[src/hdl/rhmw_pkg.sv]
// Shared constants and types for the right-hand maze walker.
// No dependencies; imported by the core, its engine and the port checker.
package rhmw_pkg;

   localparam int GRID_SIZE = 16;
   localparam int CRD_W     = 4;
   localparam int HD_W      = 2;
   localparam int ADDR_W    = $clog2(GRID_SIZE * GRID_SIZE);
   localparam int REQ_TDATA_W = 16;
   localparam int RSP_TDATA_W = 16;

   localparam logic [CRD_W-1:0] CRD_LAST = CRD_W'(GRID_SIZE - 1);

   localparam logic [HD_W-1:0] HD_NORTH = 2'd0;
   localparam logic [HD_W-1:0] HD_EAST  = 2'd1;
   localparam logic [HD_W-1:0] HD_SOUTH = 2'd2;
   localparam logic [HD_W-1:0] HD_WEST  = 2'd3;

   localparam logic REQ_WRITE = 1'b0;
   localparam logic REQ_STEP  = 1'b1;

   localparam logic CSR_START_ROW = 1'b0;
   localparam logic CSR_START_COL = 1'b1;

   typedef struct packed {
      logic             write;
      logic             step;
      logic [CRD_W-1:0] cell_row;
      logic [CRD_W-1:0] cell_col;
      logic             cell_wall;
   } rhmw_cmd_type;

   typedef struct packed {
      logic idle;
      logic done;
   } rhmw_stat_type;

   typedef struct packed {
      logic             at_exit;
      logic [HD_W-1:0]  heading;
      logic [CRD_W-1:0] pos_col;
      logic [CRD_W-1:0] pos_row;
   } rhmw_res_type;

   function automatic logic on_border(logic [CRD_W-1:0] r, logic [CRD_W-1:0] c);
      return (r == '0) || (c == '0) || (r == CRD_LAST) || (c == CRD_LAST);
   endfunction

endpackage

[src/hdl/right_hand_maze_walker_core.sv]
// Right-hand maze walker: stream ports, start registers and result register.
// Depends on rhmw_pkg and rhmw_engine.
//
// A write transaction stores one wall bit; the block is ready again in the
// next cycle and returns nothing. A step transaction returns one result. The
// first step, and a step while standing on the border, goes from acceptance to
// the S_DONE state and, once the result register is free, into the result
// register. An interior step probes the right, straight and left cells one per
// cycle through the wall RAM's single read port before S_DONE. A new item is
// taken while an earlier result still waits on rsp_tready. The wall RAM has no
// reset; cells must be written before the walk reads them.
module right_hand_maze_walker_core (
   input  logic                               clock,
   input  logic                               reset,
   input  logic                               req_tvalid,
   output logic                               req_tready,
   // [3:0] cell_row, [7:4] cell_col, [8] cell_wall, [15:9] zero
   input  logic [rhmw_pkg::REQ_TDATA_W-1:0]   req_tdata,
   // [0] req_type
   input  logic                               req_tuser,
   output logic                               rsp_tvalid,
   input  logic                               rsp_tready,
   // [3:0] pos_row, [7:4] pos_col, [9:8] heading, [10] at_exit, [15:11] zero
   output logic [rhmw_pkg::RSP_TDATA_W-1:0]   rsp_tdata,
   input  logic                               csr_valid,
   output logic                               csr_ready,
   input  logic                               csr_index,
   input  logic [rhmw_pkg::CRD_W-1:0]         csr_data
);
   import rhmw_pkg::*;

   logic [CRD_W-1:0]       start_row_ff, start_col_ff;
   logic                   rsp_valid_ff, rsp_valid_in;
   logic [RSP_TDATA_W-1:0] rsp_data_ff;
   logic                   req_acc, take;
   rhmw_cmd_type           cmd;
   rhmw_stat_type          stat;
   rhmw_res_type           res;

   assign csr_ready = 1'b1;

   always_ff @(posedge clock) begin
      if (reset) begin
         start_row_ff <= '0;
         start_col_ff <= CRD_W'(1);
      end else if (csr_valid) begin
         unique case (csr_index)
            CSR_START_ROW: start_row_ff <= csr_data;
            CSR_START_COL: start_col_ff <= csr_data;
            default: ;
         endcase
      end
   end

   assign req_tready    = stat.idle;
   assign req_acc       = req_tvalid && req_tready;
   assign cmd.write     = req_acc && (req_tuser == REQ_WRITE);
   assign cmd.step      = req_acc && (req_tuser == REQ_STEP);
   assign cmd.cell_row  = req_tdata[CRD_W-1:0];
   assign cmd.cell_col  = req_tdata[2*CRD_W-1:CRD_W];
   assign cmd.cell_wall = req_tdata[2*CRD_W];

   rhmw_engine u_engine (
      .clock     (clock),
      .reset     (reset),
      .cmd       (cmd),
      .start_row (start_row_ff),
      .start_col (start_col_ff),
      .take      (take),
      .stat      (stat),
      .res       (res)
   );

   assign take = stat.done && (!rsp_valid_ff || rsp_tready);

   always_comb begin
      rsp_valid_in = rsp_valid_ff;
      if (take)            rsp_valid_in = 1'b1;
      else if (rsp_tready) rsp_valid_in = 1'b0;
   end

   always_ff @(posedge clock) begin
      if (reset) rsp_valid_ff <= 1'b0;
      else       rsp_valid_ff <= rsp_valid_in;
   end

   always_ff @(posedge clock) begin
      if (take) rsp_data_ff <= RSP_TDATA_W'(res);
   end

   assign rsp_tvalid = rsp_valid_ff;
   assign rsp_tdata  = rsp_data_ff;

endmodule

[src/hdl/rhmw_engine.sv]
// Walker engine: wall RAM (one write, one registered read port), position state
// and the step sequencer that probes one candidate cell per cycle. Uses rhmw_pkg.
module rhmw_engine (
   input  logic                           clock,
   input  logic                           reset,
   input  rhmw_pkg::rhmw_cmd_type         cmd,
   input  logic [rhmw_pkg::CRD_W-1:0]     start_row,
   input  logic [rhmw_pkg::CRD_W-1:0]     start_col,
   input  logic                           take,
   output rhmw_pkg::rhmw_stat_type        stat,
   output rhmw_pkg::rhmw_res_type         res
);
   import rhmw_pkg::*;

   typedef enum logic [1:0] {S_IDLE, S_PROBE, S_DONE} state_type;

   state_type        state_ff;
   logic [CRD_W-1:0] row_ff, col_ff;
   logic [HD_W-1:0]  hd_ff;
   logic             started_ff;
   logic [HD_W-1:0]  cand_ff;
   logic [1:0]       tries_ff;
   logic             wall_rd_ff;

   logic             wall_mem [GRID_SIZE*GRID_SIZE];

   logic [HD_W-1:0]  probe_hd;
   logic [CRD_W-1:0] probe_row, probe_col;
   logic [CRD_W-1:0] cand_row, cand_col;
   logic [CRD_W-1:0] sat_row, sat_col;
   logic [HD_W-1:0]  start_hd;
   logic [CRD_W-1:0] first_row, first_col;
   logic             wr_ok;

   function automatic logic [2*CRD_W-1:0] neighbor(logic [CRD_W-1:0] r,
                                                   logic [CRD_W-1:0] c,
                                                   logic [HD_W-1:0]  h);
      logic [CRD_W-1:0] nr;
      logic [CRD_W-1:0] nc;
      nr = r;
      nc = c;
      unique case (h)
         HD_NORTH: if (r != '0)       nr = r - 1'b1;
         HD_EAST:  if (c != CRD_LAST) nc = c + 1'b1;
         HD_SOUTH: if (r != CRD_LAST) nr = r + 1'b1;
         default:  if (c != '0)       nc = c - 1'b1;
      endcase
      return {nr, nc};
   endfunction

   function automatic logic [ADDR_W-1:0] cell_addr(logic [CRD_W-1:0] r,
                                                   logic [CRD_W-1:0] c);
      return ADDR_W'(ADDR_W'(r) * ADDR_W'(GRID_SIZE) + ADDR_W'(c));
   endfunction

   // first probe is to the right of the heading, each further one a quarter turn left
   assign probe_hd = (state_ff == S_IDLE) ? hd_ff + 1'b1 : cand_ff - 1'b1;
   assign {probe_row, probe_col} = neighbor(row_ff, col_ff, probe_hd);
   assign {cand_row, cand_col}   = neighbor(row_ff, col_ff, cand_ff);

   assign sat_row = (int'(start_row) > GRID_SIZE - 1) ? CRD_LAST : start_row;
   assign sat_col = (int'(start_col) > GRID_SIZE - 1) ? CRD_LAST : start_col;

   always_comb begin
      priority if (sat_row == '0)       start_hd = HD_SOUTH;
      else if (sat_row == CRD_LAST)     start_hd = HD_NORTH;
      else if (sat_col == '0)           start_hd = HD_EAST;
      else if (sat_col == CRD_LAST)     start_hd = HD_WEST;
      else                              start_hd = HD_SOUTH;
   end
   assign {first_row, first_col} = neighbor(sat_row, sat_col, start_hd);

   assign wr_ok = cmd.write && (int'(cmd.cell_row) < GRID_SIZE)
                  && (int'(cmd.cell_col) < GRID_SIZE);

   always_ff @(posedge clock) begin
      if (wr_ok) begin
         wall_mem[cell_addr(cmd.cell_row, cmd.cell_col)] <= cmd.cell_wall;
      end
      wall_rd_ff <= wall_mem[cell_addr(probe_row, probe_col)];
   end

   always_ff @(posedge clock) begin
      if (reset) begin
         state_ff   <= S_IDLE;
         row_ff     <= '0;
         col_ff     <= '0;
         hd_ff      <= HD_SOUTH;
         started_ff <= 1'b0;
         cand_ff    <= '0;
         tries_ff   <= '0;
      end else begin
         unique case (state_ff)
            S_IDLE: begin
               if (cmd.step) begin
                  if (!started_ff) begin
                     row_ff     <= first_row;
                     col_ff     <= first_col;
                     hd_ff      <= start_hd;
                     started_ff <= 1'b1;
                     state_ff   <= S_DONE;
                  end else if (on_border(row_ff, col_ff)) begin
                     state_ff <= S_DONE;
                  end else begin
                     cand_ff  <= probe_hd;
                     tries_ff <= '0;
                     state_ff <= S_PROBE;
                  end
               end
            end
            S_PROBE: begin
               if (!wall_rd_ff) begin
                  row_ff   <= cand_row;
                  col_ff   <= cand_col;
                  hd_ff    <= cand_ff;
                  state_ff <= S_DONE;
               end else if (tries_ff == 2'd2) begin
                  // right, straight and left blocked: step back
                  row_ff   <= probe_row;
                  col_ff   <= probe_col;
                  hd_ff    <= probe_hd;
                  state_ff <= S_DONE;
               end else begin
                  cand_ff  <= probe_hd;
                  tries_ff <= tries_ff + 1'b1;
               end
            end
            S_DONE: begin
               if (take) state_ff <= S_IDLE;
            end
            default: state_ff <= S_IDLE;
         endcase
      end
   end

   assign stat.idle   = (state_ff == S_IDLE);
   assign stat.done   = (state_ff == S_DONE);
   assign res.pos_row = row_ff;
   assign res.pos_col = col_ff;
   assign res.heading = hd_ff;
   assign res.at_exit = on_border(row_ff, col_ff);

endmodule

[config.mk]
export PLATFORM = sky130hd
export DESIGN_NAME = right_hand_maze_walker_core
export DESIGN_NICKNAME = d
export VERILOG_FILES = /design/src/hdl/rhmw_pkg.sv /design/src/hdl/right_hand_maze_walker_core.sv /design/src/hdl/rhmw_engine.sv
export SDC_FILE = /design/constraint.sdc
export NUM_CORES = 1
export LEC_CHECK = 0
export ABC_AREA = 1
export BUFFER_PORTS_ARGS = -buffer_cell sky130_fd_sc_hd__buf_4
export CAP_MARGIN = 40
export CORE_MARGIN = 2
export CORE_UTILIZATION = 59
export CTS_CLUSTER_DIAMETER = 60
export CTS_CLUSTER_SIZE = 16
export DETAILED_ROUTE_END_ITERATION = 8
export PLACE_DENSITY = 0.76
export SETUP_SLACK_MARGIN = 0.15
export SLEW_MARGIN = 5
export SYNTH_ARGS = -nofsm -noshare
export SYNTH_HDL_FRONTEND = slang
export SYNTH_SLANG_ARGS = --single-unit
[constraint.sdc]
create_clock -name clock -period 3.8 [get_ports clock]
set_input_delay 0.57 -clock clock [delete_from_list [all_inputs] [get_ports clock]]
set_output_delay 0.57 -clock clock [all_outputs]
set_load 0.02 [all_outputs]
==> results of run 1 <==
[through the flow]
step	cell area, um^2	power [W]	hold WS [ps]
after floorplan	14800	0.00542	435
after global placement	15200	0.00612	475
after detailed placement	15500	0.00618	485
after CTS	16300	0.00867	271
after global routing	16300	0.00909	286
final	16300	0.00871	284
[what timing repair did]
item | CTS | global route
gates resized for setup | 0 | 1
setup endpoints to repair | 0 | 1
endpoints found under the hold margin | 0 | 0
buffers inserted | 0 | 0
[where the power goes]
part	internal, W	leakage, nW	switching, W
clock network	0.00137	0.377	0.00115
logic	0.000776	3.40	0.00181
registers	0.00356	2.62	0.0000332
[cells in the final DEF (no fill, tap or decap), types with 3 or more instances in the layout]
| cell | Yosys | final |
|---|---|---|
| clkbuf_1 | 54 | 3 |
| dfxtp_1 | 27 | 27 |
| buf_8 | 0 | 9 |
| nor2_1 | 294 | 293 |
| clkbuf_16 | 0 | 27 |
| inv_1 | 213 | 213 |
| nand3_2 | 3 | 3 |
| o211ai_1 | 23 | 23 |
| o221ai_1 | 4 | 4 |
| nand3_1 | 193 | 192 |
| edfxtp_1 | 267 | 267 |
| a31oi_1 | 4 | 4 |
| a21oi_1 | 31 | 31 |
| o21ai_0 | 61 | 61 |
| or2_2 | 6 | 6 |
| buf_4 | 16 | 58 |
| ha_1 | 12 | 12 |
| nand4_1 | 46 | 46 |
| nor3_1 | 13 | 13 |
| conb_1 | 2 | 6 |
| o21ai_1 | 5 | 5 |
| o22ai_1 | 3 | 3 |
| buf_12 | 0 | 3 |
| buf_16 | 0 | 5 |
| nand2_1 | 380 | 380 |
[final timing paths]
check	from	to	slack, ps	cells past startpoint
setup reg to reg	u_engine.col_ff[0]	u_engine.wall_rd_ff	550	19
setup / recovery	u_engine.col_ff[0]	u_engine.wall_rd_ff	550	19
hold reg to reg	u_engine.started_ff	u_engine.started_ff	500	2
hold / removal	reset	rsp_tvalid	280	2
[layout make-up]
type / instances / area, um^2 / share of cell area (%)
clock buffers: 31 / 701 / 4.30
flip-flops and latches: 294 / 8560 / 52.5
well taps: 324 / 405 / 2.49
multi-input cells: 1098 / 4970 / 30.5
clock inverters: 6 / 80.1 / 0.491
inverters: 216 / 811 / 4.97
repair buffers: 76 / 779 / 4.78
[worst max-delay path, delay by kind of cell (launching register included)]
family          cells  cell delay [ps]
buf+inv             3              820
flops               1              510
simple gates       14             1500
compound gates      1               70
fa+ha+maj           1              270
[cells by family (layout without fill, tap and decap cells)]
| family | Yosys count | in the layout | synth area share (%) |
|---|---|---|---|
| other | 2 | 6 | 0.0508 |
| buffers and inverters | 315 | 329 | 8.67 |
| adders and majority gates | 12 | 12 | 1.02 |
| AOI/OAI and AO/OA | 140 | 140 | 5.56 |
| xor gates and xnor gates | 2 | 2 | 0.119 |
| DFF | 294 | 294 | 57.9 |
| and+or+nand+nor | 938 | 938 | 26.6 |
[flip-flops by register name, summed over array words and instances, names as in the netlist]
signal,count
rsp_tdata,11
rsp_tvalid,1
start_col_ff,4
start_row_ff,4
u_engine.cand_ff,2
u_engine.col_ff,4
u_engine.hd_ff,2
u_engine.row_ff,4
u_engine.started_ff,1
u_engine.state_ff,2
u_engine.tries_ff,2
u_engine.wall_mem,256
u_engine.wall_rd_ff,1
[routing by layer]
metal | wire (um) | part of all wire (%) | up-vias | track usage (%)
met2 | 18500 | 49 | 551 | 49.7
li1 | - | - | 5620 | -
met1 | 14800 | 39 | 5601 | 40.5
met4 | 1010 | 2.7 | 0 | 8.21
met3 | 3480 | 9.2 | 82 | 3.50
met5 | 0 | 0 | - | 0
==> run summary, run 1 <==
die span in x: 162 um
Final Hold Fails: 0
vias: 11900
slowest CP cell: dfxtp_1
Clock transition at path regs: 70 ps
Worst Tran Pin Value: 918 ps
number of global-route vias before repair: 11200
Crit. End Element: flop
# rows: 57
Synth Register Bits: 294
DP HPWL: 22600 um
area of the die: 26300 um^2
DR pass1 iterations: 6
count of different cell masters after synthesis: 37
final wirelength: 37800 um
Port Buf Inserts: 32
CP required: 4280 ps
ys flop type: edfxtp_1
fill count: 1955
period utilisation layout: 85.6%
Clk Latency, worst-skew pair: 540 ps
Die Y: 162 um
Setup WS post-layout: 547 ps
Final setup violation count: 0
post-synth top area share: 54.3%
largest driver fanout on the critical path: 71
initial core utilization: 60.4%
Post-synth EDFFs: 267
grt total ovfl: 0
asr flop ratio synth: 0%
HP Class: primary input to flop
TritonCTS Buffers: 24
max-cap violations: 0
CTS tree: done
TNS Setup: 0 ps
Final Wtd Congestion: 0.878
Final nets: 1749
Post-Syn Area: 14800 um^2
Post-Syn Instances: 1703
kind of critical path: flop to flop
CTS Hold Bufs: 0
fmax: 0.307 GHz
post-DR wirelength/cell: 18.5 um
outcome: completed
diodes inserted: 0
Synth area leaders: edfxtp_1 54%, nand2_1 9.7%, nor2_1 7.5%, nand3_1 6.5%, inv_1 5.4%
# DRC: 0
fin cells: 2045
CP startpoint kind: flop
layout cells sized above 1: 7.38%
deepest clock path buffer count: 3
Clock Skews: 13.7 ps
CP Data Arrival Time: 3730 ps
biggest area consumer among synthesized cells: edfxtp_1
unrepaired setup endpoints after global routing: no
most common cell in the netlist: nand2_1
Slew headroom: 38.7%
largest net degree at the start of global routing: 123
Synth-to-Final Area Change: 10.4%
slowest stage delay, CP: 510 ps
# IOs: 46
most frequent CP cell: nand3_1
Synthesis Warnings: 0
Worst VDD drop: 0.437 mV
H-tree depth: 1
Mean Syn Cell Area: 8.67 um^2
post-route ant nets: 0
Commonest cells post-synth: 380 x nand2_1, 294 x nor2_1, 267 x edfxtp_1
Min Clock Period, post-route: 3250 ps
Cells after DPL: 2008
routed vias/inst: 5.80
worst slack, placed: 417 ps
CTS root buf: clkbuf_16
Power Density: 534 nW/um^2
global-route wire length before repair: 59700 um
Lkg Pwr: 6.40 nW
crit path cell chain: inv_1 -> ha_1 -> nand3_1 -> nand2_1 -> nand2_1 -> nand3_2 -> nand3_4 -> buf_12 -> buf_4 -> nand2_1 -> o21ai_0 -> nand2_1 -> nand3_1 -> nand3_1 -> nand3_1 -> nand3_1 -> nand3_1 -> nand3_1 -> nand2_1
total core area: 24500 um^2
part of the Yosys area used for sequential elements: 57.9%
CTS Sinks: 294
initial antenna violation count: 0
final slew viol count: 0
Core Util, Final: 66.6%
initial drt markers: 1514
GRT Util Overall: 29.4%
Note: power is estimated with default switching activity, not from simulation.
==> run 2, diff against run 1 <==
--- a/config.mk
+++ b/config.mk
@@ -8,7 +8,6 @@
 export ABC_AREA = 1
 export BUFFER_PORTS_ARGS = -buffer_cell sky130_fd_sc_hd__buf_4
 export CAP_MARGIN = 40
-export CORE_MARGIN = 2
 export CORE_UTILIZATION = 59
 export CTS_CLUSTER_DIAMETER = 60
 export CTS_CLUSTER_SIZE = 16
==> run 2 against run 1 <==
Final area barely moved; non-clock buffer count is 7 lower; via count increased by 1.1%; die area shrank 2.5%; critical path depth unchanged; wire length grew 0.87%; total power about the same; global-route usage up 0.62 points; combinational power is essentially flat; fmax decreased by 2.5%; worst setup slack worse by 83 ps; critical path type unchanged.
==> run summary, run 2 (synthesis gave the netlist of run 1 again) <==
Buffers & Inverters on Critical Path: 4 (+1)
Die Y: 160 um (-1.2%)
Port Buf Inserts: 32 (unchanged)
die span in x: 160 um (-1.2%)
largest driver fanout on the critical path: 21 (-70%)
slowest CP cell: dfxtp_1
crit path cell chain: inv_1 -> ha_1 -> inv_1 -> nand2_1 -> nand2_1 -> nand3_2 -> nand3_4 -> inv_2 -> buf_4 -> nand2_1 -> nand2_1 -> nand2_1 -> nand3_1 -> nand3_1 -> nand3_1 -> nand3_1 -> nand3_1 -> nand3_1 -> nand2_1
# IOs: 46 (unchanged)
Slew headroom: 37.1% (-1.5 points)
Final Wtd Congestion: 0.891 (+1.5%)
CP required: 4290 ps (about the same)
CTS Sinks: 294 (unchanged)
# DRC: 0 (unchanged)
GRT Util Overall: 30.0% (+0.62 points)
combinational power share: 29.7% (about the same)
Worst VDD drop: 0.376 mV (-14%)
Levels on crit path: 19 (unchanged)
met3 wire len: 3770 um (+8.3%)
DP HPWL: 22700 um (+0.29%)
CP Data Arrival Time: 3820 ps (+90 ps)
total core area: 24500 um^2 (unchanged)
largest net degree at the start of global routing: 128 (+4.1%)
initial core utilization: 60.4% (unchanged)
Min Clock Period, post-route: 3340 ps (+83.4 ps)
Final Hold Fails: 0 (unchanged)
most frequent cells in the layout: 380 x nand2_1, 294 x nor2_1, 267 x edfxtp_1
CP startpoint kind: flop
number of global-route vias before repair: 11200 (+0.37%)
outcome: completed
grt total ovfl: 0 (unchanged)
met2 wire len: 18200 um (-1.6%)
Worst Tran Pin Value: 941 ps (+23.1 ps)
TNS Setup: 0 ps (unchanged)
initial antenna violation count: 0 (unchanged)
DR pass1 iterations: 5 (-1)
Post-CTS Setup Inserts: 0 (unchanged)
CTS tree: done
H-tree depth: 1 (unchanged)
sw power: 0.00304 W (+1.5%)
largest reg by FF count: u_engine.wall_mem
Synth-to-Final Area Change: 10.5% (about the same)
HP Class: primary input to flop
unrepaired setup endpoints after global routing: no
Clk pwr share: 29.0% (about the same)
diodes inserted: 0 (unchanged)
layout cells sized above 1: 7.09% (-0.29 points)
kind of critical path: flop to flop
delay-heaviest family, CP: simple AND/OR/NAND/NOR gates
initial drt markers: 1570 (+3.7%)
final wirelength: 38100 um (+0.87%)
max-cap violations: 0 (unchanged)
Net Sw Frac: 34.9% (+0.52 points)
# rows: 57 (unchanged)
post-DR wirelength/cell: 18.7 um (+0.92%)
routed vias/inst: 5.86 (+1.1%)
met1 wire length: 14800 um (-0.27%)
slowest stage delay, CP: 420 ps (-90 ps)
Final setup violation count: 0 (unchanged)
Reg power frac: 41.3% (about the same)
TritonCTS Buffers: 25 (+4.2%)
Power Total: 0.00871 W (about the same)
final slew viol count: 0 (unchanged)
Crit. End Element: flop
internal power: 0.00567 W (-0.76%)
CTS Hold Bufs: 0 (unchanged)
area of the die: 25700 um^2 (-2.5%)
most common cell after layout, fill and taps aside: nand2_1
CTS root buf: clkbuf_16
FF-to-FF path depth: 19 (unchanged)
fmax: 0.300 GHz (-2.5%)
Lkg Pwr: 6.40 nW (about the same)
multi-input logic area: 4960 um^2 (about the same)
hold depth: 2 (unchanged)
deepest clock path buffer count: 3 (unchanged)
max FFs per register: 256 (unchanged)
Final nets: 1743 (-0.34%)
fill count: 1912 (-2.2%)
Clock transition at path regs: 70 ps (about the same)
Clk Latency, worst-skew pair: 560 ps (+20 ps)
post-route ant nets: 0 (unchanged)
top layer in use: met4
FF/Latch Area: 8560 um^2 (unchanged)
vias: 12000 (+1.1%)
global-route wire length before repair: 59400 um (-0.46%)
period utilisation layout: 87.8% (+2.2 points)
Power Density: 534 nW/um^2 (about the same)
CTS-repair resized insts: 0 (unchanged)
Clock Skews: 19.3 ps (+5.59 ps)
[run 2: path summary, 6_finish.rpt]
path,start,end,slack (ps)
worst max-delay path,u_engine.cand_ff[0],u_engine.wall_rd_ff,460
worst min-delay path,reset,rsp_tvalid,270
worst max register to register,u_engine.cand_ff[0],u_engine.wall_rd_ff,460
worst min register to register,u_engine.started_ff,u_engine.started_ff,490
[run 2: per-stage QoR]
| step | worst slack, ps | cell area, um^2 | utilization, % | hold WS, ps | std cells |
|---|---|---|---|---|---|
| 2_1_floorplan | 1430 | 14800 | - | 435 | 1707 |
| 5_1_grt | 244 | 16300 | 66.7 | 255 | 2044 |
| 3_3_place_gp | 646 | 15200 | 62.1 | 473 | 1986 |
| 4_1_cts | 526 | 16300 | 66.7 | 252 | 2044 |
| 6_report | 464 | 16300 | 66.7 | 273 | 2044 |
| 3_5_place_dp | 557 | 15500 | 63.5 | 481 | 2001 |
[run 2: area by class of cell]
type	count	share of cell area [%]
inverters	216	4.97
flip-flops and latches	294	52.5
clock buffers	30	4.08
multi-input cells	1098	30.4
clock inverters	13	0.744
repair buffers	69	4.84
well taps	324	2.48
[run 2: worst register-to-register path, delay by kind of cell, from the launching register on]
family | cells | cell delay, ps
adder cells (fa/ha/maj) | 1 | 320
buffers and inverters | 4 | 860
flip-flops | 1 | 420
AND/OR/NAND/NOR | 14 | 1690
[run 2: layer usage]
layer | vias to the layer above | track usage (%)
met3 | 117 | 4.94
met1 | 5660 | 39.5
met5 | - | 0
met4 | 0 | 12.6
met2 | 610 | 49.5
li1 | 5595 | -
[run 2: power by group through the flow]
stage,Combinational [W],Sequential [W],Clock (W)
floorplan,0.00176,0.00367,0
global placement,0.00244,0.00366,0
detailed placement,0.00252,0.00366,0
CTS,0.00254,0.00359,0.00254
global route,0.00283,0.00360,0.00265
finish,0.00259,0.00359,0.00253
